## src/rtl/core/cnf_pkg.sv

```systemverilog
// Shared constants, types and controller/datapath interface structs
`default_nettype none

package cnf_pkg;

    localparam int MAX_NODES = 32;
    localparam int IDX_W     = $clog2(MAX_NODES);
    localparam int CNT_W     = $clog2(MAX_NODES + 1);
    localparam int LABEL_W   = 8;

    typedef logic [LABEL_W-1:0]   label_t;
    typedef logic [MAX_NODES-1:0] row_t;
    typedef logic [IDX_W-1:0]     idx_t;
    typedef logic [CNT_W-1:0]     cnt_t;

    typedef enum logic [1:0] {
        OP_ADD     = 2'd0,
        OP_CONNECT = 2'd1,
        OP_ANALYZE = 2'd2
    } op_t;

    typedef enum logic [3:0] {
        ST_IDLE,
        ST_DISPATCH,
        ST_LK_RD,
        ST_LK_CMP,
        ST_LK_END,
        ST_ED_RD_P,
        ST_ED_WR_P,
        ST_ED_RD_Q,
        ST_ED_WR_Q,
        ST_TEST_INIT,
        ST_SW_RD,
        ST_SW_ACC,
        ST_EMIT
    } state_t;

    // Controller to datapath
    typedef struct packed {
        logic latch_item;
        logic add_write;
        logic lk_read;
        logic lk_cmp;
        logic edge_rd_p;
        logic edge_wr_p;
        logic edge_rd_q;
        logic edge_wr_q;
        logic test_init;
        logic sweep_rd;
        logic sweep_acc;
        logic out_load;
    } cmd_t;

    // Datapath to controller
    typedef struct packed {
        op_t  op;
        logic count_zero;
        logic full;
        logic j_last;
        logic i_last;
        logic found_both;
        logic sweep_more;
        logic out_free;
    } sts_t;

endpackage

`default_nettype wire

```

## src/rtl/core/cnf_ctrl.sv

```systemverilog
// Sequencer for add, connect and analyse transactions
`default_nettype none

module cnf_ctrl (
    input  wire logic          clk,
    input  wire logic          rst_n,
    input  wire logic          item_valid,
    output logic               item_stall,
    input  wire cnf_pkg::sts_t sts,
    output cnf_pkg::cmd_t      cmd
);
    import cnf_pkg::*;

    state_t state_reg;
    state_t state_next;

    // State register
    always_ff @(posedge clk or negedge rst_n)
    begin
        if (!rst_n)
        begin
            state_reg <= ST_IDLE;
        end
        else
        begin
            state_reg <= state_next;
        end
    end

    // Next state
    always_comb
    begin
        state_next = state_reg;
        case (state_reg)
            ST_IDLE:
            begin
                if (item_valid)
                begin
                    state_next = ST_DISPATCH;
                end
            end
            ST_DISPATCH:
            begin
                case (sts.op)
                    OP_CONNECT: state_next = sts.count_zero ? ST_IDLE : ST_LK_RD;
                    OP_ANALYZE: state_next = sts.count_zero ? ST_IDLE : ST_TEST_INIT;
                    default:    state_next = ST_IDLE;
                endcase
            end
            ST_LK_RD:     state_next = ST_LK_CMP;
            ST_LK_CMP:    state_next = sts.j_last ? ST_LK_END : ST_LK_RD;
            ST_LK_END:    state_next = sts.found_both ? ST_ED_RD_P : ST_IDLE;
            ST_ED_RD_P:   state_next = ST_ED_WR_P;
            ST_ED_WR_P:   state_next = ST_ED_RD_Q;
            ST_ED_RD_Q:   state_next = ST_ED_WR_Q;
            ST_ED_WR_Q:   state_next = ST_IDLE;
            ST_TEST_INIT: state_next = ST_SW_RD;
            ST_SW_RD:     state_next = ST_SW_ACC;
            ST_SW_ACC:
            begin
                if (sts.j_last && !sts.sweep_more)
                begin
                    state_next = ST_EMIT;
                end
                else
                begin
                    state_next = ST_SW_RD;
                end
            end
            ST_EMIT:
            begin
                if (sts.out_free)
                begin
                    state_next = sts.i_last ? ST_IDLE : ST_TEST_INIT;
                end
            end
            default:      state_next = ST_IDLE;
        endcase
    end

    // Command outputs
    always_comb
    begin
        cmd        = '0;
        item_stall = 1'b1;
        case (state_reg)
            ST_IDLE:
            begin
                item_stall     = 1'b0;
                cmd.latch_item = item_valid;
            end
            ST_DISPATCH:  cmd.add_write = (sts.op == OP_ADD) && !sts.full;
            ST_LK_RD:     cmd.lk_read   = 1'b1;
            ST_LK_CMP:    cmd.lk_cmp    = 1'b1;
            ST_ED_RD_P:   cmd.edge_rd_p = 1'b1;
            ST_ED_WR_P:   cmd.edge_wr_p = 1'b1;
            ST_ED_RD_Q:   cmd.edge_rd_q = 1'b1;
            ST_ED_WR_Q:   cmd.edge_wr_q = 1'b1;
            ST_TEST_INIT: cmd.test_init = 1'b1;
            ST_SW_RD:     cmd.sweep_rd  = 1'b1;
            ST_SW_ACC:    cmd.sweep_acc = 1'b1;
            ST_EMIT:      cmd.out_load  = sts.out_free;
            default:      cmd           = '0;
        endcase
    end

endmodule

`default_nettype wire

```

## src/rtl/core/cnf_datapath.sv

```systemverilog
// Node tables, lookup, edge update, reachability sweep and result register
`default_nettype none

module cnf_datapath (
    input  wire logic                  clk,
    input  wire logic                  rst_n,
    input  wire cnf_pkg::cmd_t         cmd,
    output cnf_pkg::sts_t              sts,
    input  wire logic [1:0]            operation,
    input  wire logic [7:0]            name_a,
    input  wire logic [7:0]            name_b,
    input  wire logic                  result_stall,
    output logic                       result_valid,
    output logic [7:0]                 node_label,
    output logic                       is_critical,
    output logic                       last_in_run
);
    import cnf_pkg::*;

    // Storage
    label_t label_mem [MAX_NODES];
    row_t   adj_mem   [MAX_NODES];

    // Item and control registers
    op_t    op_reg;
    label_t a_reg;
    label_t b_reg;
    cnt_t   count_reg;
    idx_t   i_reg;
    idx_t   j_reg;
    idx_t   p_reg;
    idx_t   q_reg;
    logic   p_found_reg;
    logic   q_found_reg;
    row_t   reached_reg;
    row_t   active_reg;
    logic   changed_reg;
    label_t label_rd_reg;
    row_t   adj_rd_reg;

    // Result register
    logic   out_valid_reg;
    label_t out_label_reg;
    logic   out_crit_reg;
    logic   out_last_reg;

    // Memory port selects
    logic   label_re;
    idx_t   label_raddr;
    logic   adj_re;
    idx_t   adj_raddr;
    logic   adj_we;
    idx_t   adj_waddr;
    row_t   adj_wdata;
    idx_t   count_idx;

    // Derived values
    logic [MAX_NODES:0] all_wide;
    logic [MAX_NODES:0] all_wide_m1;
    row_t   all_mask;
    row_t   start_bit;
    row_t   grow_row;
    logic   grow_change;
    logic   match_a;
    logic   match_b;
    logic   j_last;
    logic   i_last;
    logic   out_free;

    assign count_idx   = count_reg[IDX_W-1:0];
    assign all_wide    = (MAX_NODES + 1)'(1) << count_reg;
    assign all_wide_m1 = all_wide - (MAX_NODES + 1)'(1);
    assign all_mask    = all_wide_m1[MAX_NODES-1:0];
    assign start_bit   = (i_reg == '0) ? row_t'(2) : row_t'(1);
    assign j_last      = (CNT_W'(j_reg) == (count_reg - CNT_W'(1)));
    assign i_last      = (CNT_W'(i_reg) == (count_reg - CNT_W'(1)));
    assign match_a     = (label_rd_reg == a_reg);
    assign match_b     = (label_rd_reg == b_reg);
    assign out_free    = !out_valid_reg || !result_stall;

    // One sweep step: neighbours of a reached node join the set
    assign grow_row    = reached_reg | (adj_rd_reg & active_reg);
    assign grow_change = reached_reg[j_reg] && (grow_row != reached_reg);

    // Memory port selection
    always_comb
    begin
        label_re    = cmd.lk_read | cmd.test_init;
        label_raddr = cmd.test_init ? i_reg : j_reg;
        adj_re      = cmd.sweep_rd | cmd.edge_rd_p | cmd.edge_rd_q;
        adj_raddr   = j_reg;
        if (cmd.edge_rd_p)
        begin
            adj_raddr = p_reg;
        end
        else if (cmd.edge_rd_q)
        begin
            adj_raddr = q_reg;
        end
        adj_we    = cmd.add_write | cmd.edge_wr_p | cmd.edge_wr_q;
        adj_waddr = count_idx;
        adj_wdata = '0;
        if (cmd.edge_wr_p)
        begin
            adj_waddr = p_reg;
            adj_wdata = adj_rd_reg | (row_t'(1) << q_reg);
        end
        else if (cmd.edge_wr_q)
        begin
            adj_waddr = q_reg;
            adj_wdata = adj_rd_reg | (row_t'(1) << p_reg);
        end
    end

    // Label and adjacency memories, registered reads
    always_ff @(posedge clk)
    begin
        if (cmd.add_write)
        begin
            label_mem[count_idx] <= a_reg;
        end
        if (label_re)
        begin
            label_rd_reg <= label_mem[label_raddr];
        end
        if (adj_we)
        begin
            adj_mem[adj_waddr] <= adj_wdata;
        end
        if (adj_re)
        begin
            adj_rd_reg <= adj_mem[adj_raddr];
        end
    end

    // Node count and result valid
    always_ff @(posedge clk or negedge rst_n)
    begin
        if (!rst_n)
        begin
            count_reg     <= '0;
            out_valid_reg <= 1'b0;
        end
        else
        begin
            if (cmd.add_write)
            begin
                count_reg <= count_reg + CNT_W'(1);
            end
            if (cmd.out_load)
            begin
                out_valid_reg <= 1'b1;
            end
            else if (!result_stall)
            begin
                out_valid_reg <= 1'b0;
            end
        end
    end

    // Item latch, counters, lookup and sweep registers
    always_ff @(posedge clk)
    begin
        if (cmd.latch_item)
        begin
            op_reg      <= op_t'(operation);
            a_reg       <= name_a;
            b_reg       <= name_b;
            i_reg       <= '0;
            j_reg       <= '0;
            p_found_reg <= 1'b0;
            q_found_reg <= 1'b0;
        end
        // first matching slot wins
        if (cmd.lk_cmp)
        begin
            if (!p_found_reg && match_a)
            begin
                p_reg       <= j_reg;
                p_found_reg <= 1'b1;
            end
            if (!q_found_reg && match_b)
            begin
                q_reg       <= j_reg;
                q_found_reg <= 1'b1;
            end
        end
        if (cmd.lk_cmp || cmd.sweep_acc)
        begin
            j_reg <= j_last ? '0 : j_reg + IDX_W'(1);
        end
        // start a test with node i removed
        if (cmd.test_init)
        begin
            active_reg  <= all_mask & ~(row_t'(1) << i_reg);
            reached_reg <= start_bit & all_mask & ~(row_t'(1) << i_reg);
            changed_reg <= 1'b0;
            j_reg       <= '0;
        end
        if (cmd.sweep_acc)
        begin
            if (reached_reg[j_reg])
            begin
                reached_reg <= grow_row;
            end
            changed_reg <= j_last ? 1'b0 : (changed_reg | grow_change);
        end
        if (cmd.out_load)
        begin
            out_label_reg <= label_rd_reg;
            out_crit_reg  <= (reached_reg != active_reg);
            out_last_reg  <= i_last;
            i_reg         <= i_reg + IDX_W'(1);
        end
    end

    // Status to controller
    always_comb
    begin
        sts.op         = op_reg;
        sts.count_zero = (count_reg == '0);
        sts.full       = (count_reg == CNT_W'(MAX_NODES));
        sts.j_last     = j_last;
        sts.i_last     = i_last;
        sts.found_both = p_found_reg && q_found_reg;
        sts.sweep_more = changed_reg | grow_change;
        sts.out_free   = out_free;
    end

    assign result_valid = out_valid_reg;
    assign node_label   = out_label_reg;
    assign is_critical  = out_crit_reg;
    assign last_in_run  = out_last_reg;

endmodule

`default_nettype wire

```

## src/rtl/core/critical_node_finder.sv

```systemverilog
// Critical node finder: top level joining controller and datapath
//
// Loads an undirected graph of up to 32 labelled nodes and reports, per node
// in insertion order, whether removing it disconnects the rest. Item input is
// stalled while a transaction is in progress. An add is accepted, then written
// at dispatch unless the store is full. A connect compares each stored label
// with both names, a read step and a compare step per node, then checks the
// result, and when both labels are found updates both adjacency rows (a read
// and a write for each); with no stored node it ends after dispatch, as does an
// analyse. An analyse runs one test per node: each test initialises, then
// repeats adjacency sweeps until the reached set stops growing (at most N
// sweeps, with N the stored node count), each sweep reading one adjacency row
// at a time, a read then an accumulate, from the single-read-port row memory,
// then loads the result register, which waits while the result is stalled.
// The label and adjacency stores are not cleared at reset; no clearing pass runs.
`default_nettype none

module critical_node_finder (
    input  wire logic       clk,
    input  wire logic       rst_n,
    input  wire logic       item_valid,
    output logic            item_stall,
    input  wire logic [1:0] operation,
    input  wire logic [7:0] name_a,
    input  wire logic [7:0] name_b,
    output logic            result_valid,
    input  wire logic       result_stall,
    output logic [7:0]      node_label,
    output logic            is_critical,
    output logic            last_in_run
);
    import cnf_pkg::*;

    cmd_t cmd;
    sts_t sts;

    cnf_ctrl u_ctrl (
        .clk        (clk),
        .rst_n      (rst_n),
        .item_valid (item_valid),
        .item_stall (item_stall),
        .sts        (sts),
        .cmd        (cmd)
    );

    cnf_datapath u_dp (
        .clk          (clk),
        .rst_n        (rst_n),
        .cmd          (cmd),
        .sts          (sts),
        .operation    (operation),
        .name_a       (name_a),
        .name_b       (name_b),
        .result_stall (result_stall),
        .result_valid (result_valid),
        .node_label   (node_label),
        .is_critical  (is_critical),
        .last_in_run  (last_in_run)
    );

endmodule

`default_nettype wire

```

## config.mk

```make
export PLATFORM = sky130hd
export DESIGN_NAME = critical_node_finder
export DESIGN_NICKNAME = d
export VERILOG_FILES = /design/src/rtl/core/cnf_pkg.sv /design/src/rtl/core/cnf_ctrl.sv /design/src/rtl/core/cnf_datapath.sv /design/src/rtl/core/critical_node_finder.sv
export SDC_FILE = /design/constraint.sdc
export NUM_CORES = 2
export LEC_CHECK = 0
export ABC_AREA = 1
export BUFFER_PORTS_ARGS = -buffer_cell sky130_fd_sc_hd__buf_4
export CAP_MARGIN = 0
export CORE_AREA = 2 2 356 428
export CTS_CLUSTER_SIZE = 10
export DETAILED_ROUTE_END_ITERATION = 8
export DIE_AREA = 0 0 358 430
export PLACE_DENSITY = 0.59
export RECOVER_POWER = 50
export SETUP_SLACK_MARGIN = 0.2
export SLEW_MARGIN = 0
export SYNTH_ARGS = -nofsm -noshare
export SYNTH_HDL_FRONTEND = slang
export SYNTH_SLANG_ARGS = --single-unit
```

## constraint.sdc

```tcl
create_clock -name clk -period 4 [get_ports clk]
set_input_delay 0.2 -clock clk [delete_from_list [all_inputs] [get_ports clk]]
set_output_delay 0.2 -clock clk [all_outputs]
set_load 0.02 [all_outputs]
```

==> results.sh <==
export IMPL_status="finished with violations"
export IMPL_violations="capacitance limit, slew limit"
export IMPL_final_setup_skew_ns=0.0305
export IMPL_finalCritPeriodShare=0.912
export IMPL_cts_setup_buffers=0
export IMPL_synth_xor_area_share=0.00496
export IMPL_crit_arrival_ns=3.95
export IMPL_routed_wl_um=207000
export IMPL_drc=0
export IMPL_worstPathCellList="inv_1, nor3_1, a31oi_1, o22ai_1, clkbuf_1"
export IMPL_hpwl_um=116000
export IMPL_regToRegStartpoint="u_dp.p_reg[2]"
export IMPL_hold_viol_final=0
export IMPL_coreArea_mm2=0.150
export IMPL_fill_cells=13477
export IMPL_fp_dieW_um=358
export IMPL_synth_simple_gate_area_frac=0.225
export IMPL_avgSynthCellArea_um2=9.95
export IMPL_ys_async_sr_fraction=0.00761
export IMPL_cp_slowest_cell="clkbuf_1"
export IMPL_yosys_warnings=0
export IMPL_die_h_um=430
export IMPL_startpoint="u_dp.p_reg[2]"
export IMPL_fin_util=0.500
export IMPL_rsz0062_at_grt="false"
export IMPL_pre_cts_ws_ns=0.821
export IMPL_path_clk_slew_ns=0.06
export IMPL_worstSkewPairLatency_ns=0.80
export IMPL_grt_usage=0.267
export IMPL_synth_enable_flop_cells=1396
export IMPL_drt_iter0_drc=5775
export IMPL_cts_tree="built"
export IMPL_routedWlPerCell_um=23.6
export IMPL_synth_main_ff_cell="edfxtp_1"
export IMPL_ff2ff_setup_slack_ns=0.35
export IMPL_rows=156
export IMPL_period_needed_ns=3.65
export IMPL_powerDensity_mw_per_mm2=645
export IMPL_start_util=0.448
export IMPL_ys_seq_elements=1446
export IMPL_fin_cells=8772
export IMPL_setup_ws_ns=0.353
export IMPL_worst_pin_slew_ns=2.86
export IMPL_dp_cells=8537
export IMPL_max_stage_delay_ns=1.42
export IMPL_cp_max_fo=32
export IMPL_numCtsBuffers=165
export IMPL_hp_class="in2reg"
export IMPL_fmax_mhz=274
export IMPL_clock_sinks=1446
export IMPL_htree_levels=4
export IMPL_synth_area_mux_share=0
export IMPL_setup_viol=0
export IMPL_start_kind="flip-flop"
export IMPL_numPortBuffers=33
export IMPL_slew_violations=467
export IMPL_vias_per_cell=5.65
export IMPL_cap_violations=14
export IMPL_holdCritStartpoint="name_b[1]"
export IMPL_final_nets=6792
export IMPL_worst_endpoint_required_ns=4.30
export IMPL_synth_top_family_by_area="simple AND/OR/NAND/NOR gates"
export IMPL_clockRootBuffer="clkbuf_16"
export IMPL_drive_above_1_share=0.0683
export IMPL_antenna_left=0
export IMPL_clockBufferDepth=3
export IMPL_syn2layout_area_growth_pct=11.6
export IMPL_antenna_found_initial=0
export IMPL_via_count=49524
export IMPL_die_area_mm2=0.154
export IMPL_regMostFlops="u_dp.adj_mem"
export IMPL_fin_tns_setup_ns=0
export IMPL_yosysUniqueCellTypes=50
export IMPL_grt_pass1_vias=47376
export IMPL_grt_ovfl_total=0
export IMPL_ir_worst_vdd_v=0.000616
export IMPL_slew_headroom=-0.913
export IMPL_netlist_area_leader_share=0.625
export IMPL_cp_end_kind="flip-flop"
export IMPL_layout_common_cells="nand2_1 (1416), edfxtp_1 (1396), inv_1 (1201), nand3_1 (1102), nand4_1 (499)"
export IMPL_final_common_cell="nand2_1"
export IMPL_grt_max_degree=177
export IMPL_drt_pass1_iter_count=6
export IMPL_synth_top_area_cell="edfxtp_1"
export IMPL_syn_cell_area_mm2=0.0671
export IMPL_ys_seq_area_frac=0.641
export IMPL_p_leak_uw=0.0307
export IMPL_grt_pass1_wl_um=307000
export IMPL_antennaDiodeCount=0
export IMPL_power_uw=48300
export IMPL_synthAdderAreaFrac=0.00354
export IMPL_synth_area_leaders="edfxtp_1 (62%), nand3_1 (8.2%), nand2_1 (7.9%)"
export IMPL_synth_nets=6783
export IMPL_largest_reg_flops=1024
export IMPL_top_regs="u_dp.adj_mem (1024), u_dp.label_mem (256)"
export IMPL_synth_compound_area_frac=0.0297
export IMPL_synthCells=6742
export IMPL_io_pins=34
export IMPL_critPathKind="reg2reg"
export IMPL_place_congestion=0.905
## metal layers
layer	share of wire	global-route usage
met1	0.39	0.347
met2	0.48	0.444
met3	0.081	0.0409
met4	0.044	0.114
met5	0	0
## through the flow
step | hold WS (ns) | cell area (um^2)
final | 0.136 | 74900
after global routing | 0.121 | 74900
after CTS | 0.0706 | 75100
after detailed placement | 0.0617 | 70400
after global placement | 0.0566 | 70400
after floorplan | -0.0956 | 67100
## report_power, final
| group | switching (uW) | leakage [uW] | total [uW] | internal [uW] |
|---|---|---|---|---|
| Combinational | 11600 | 0.0147 | 16500 | 4890 |
| Sequential | 449 | 0.0138 | 18300 | 17900 |
| Clock | 5830 | 0.00221 | 13500 | 7650 |
## worst max-delay path: cells and delay by family, from the launching register on
kind                   cells  cell delay, ns
AOI/OAI and AO/OA          2            0.36
DFF                        1            0.60
and+or+nand+nor            1            0.49
buffers and inverters      2            1.66
## area by class of cell
type,count,area [um^2],area share
Timing Repair Buffer,258,2300,0.0307
Sequential cell,1446,43000,0.574
Clock buffer,198,4370,0.0583
Clock inverter,15,174,0.00232
Multi-Input combinational cell,3664,18000,0.241
Tap cell,1975,2470,0.0330
Inverter,1216,4580,0.0611
## synth_stat cells (2+ instances only)
cell type and number:
ha_1 19, nor4_1 10, nor2_2 5, or2_2 19, a32oi_1 3, edfxtp_1 1396, nand3b_1 3, o211ai_1 29
nand3_1 1104, a221oi_1 2, nand3_2 2, o21ai_2 2, clkinv_1 8, nand2_1 1417, buf_2 176, dfxtp_1 39
o22ai_1 15, a21oi_1 90, nor3_1 34, o21ai_1 3, a22oi_1 9, nand2_2 2, nor2_1 173, dfrtp_1 11
a31oi_1 12, nor2_4 2, xnor2_1 19, buf_6 2, inv_1 1199, o2111ai_1 6, clkbuf_1 175, o21bai_1 3
o21ai_0 129, a22o_1 23, xor2_1 19, inv_2 9, buf_1 42, buf_4 21, nand4_1 499
## kinds of logic (layout without fill, tap and decap cells)
group,after synthesis,count (layout)
AOI/OAI and AO/OA,335,335
xor gates and xnor gates,38,38
adders and majority gates,19,19
buffers and inverters,1632,1687
DFF,1446,1446
and+or+nand+nor,3272,3272
## final timing paths
kind / cells past startpoint / endpoint
hold / removal: 2 / u_dp.b_reg[1]
setup / recovery: 5 / u_dp.adj_mem[6][7]
min in group asynchronous: 3 / u_ctrl.state_reg[1]
hold reg to reg: 2 / u_dp.reached_reg[9]
setup reg to reg: 5 / u_dp.adj_mem[6][7]
max in group asynchronous: 3 / u_dp.result_valid
## repair_timing
item                                    in CTS  in global routing
gates resized for setup                      0                  0
endpoints found under the hold margin       48                  0
hold buffers                                22                  0
endpoints found under the setup margin       0                  0
Note: power is estimated with default switching activity, not from simulation.
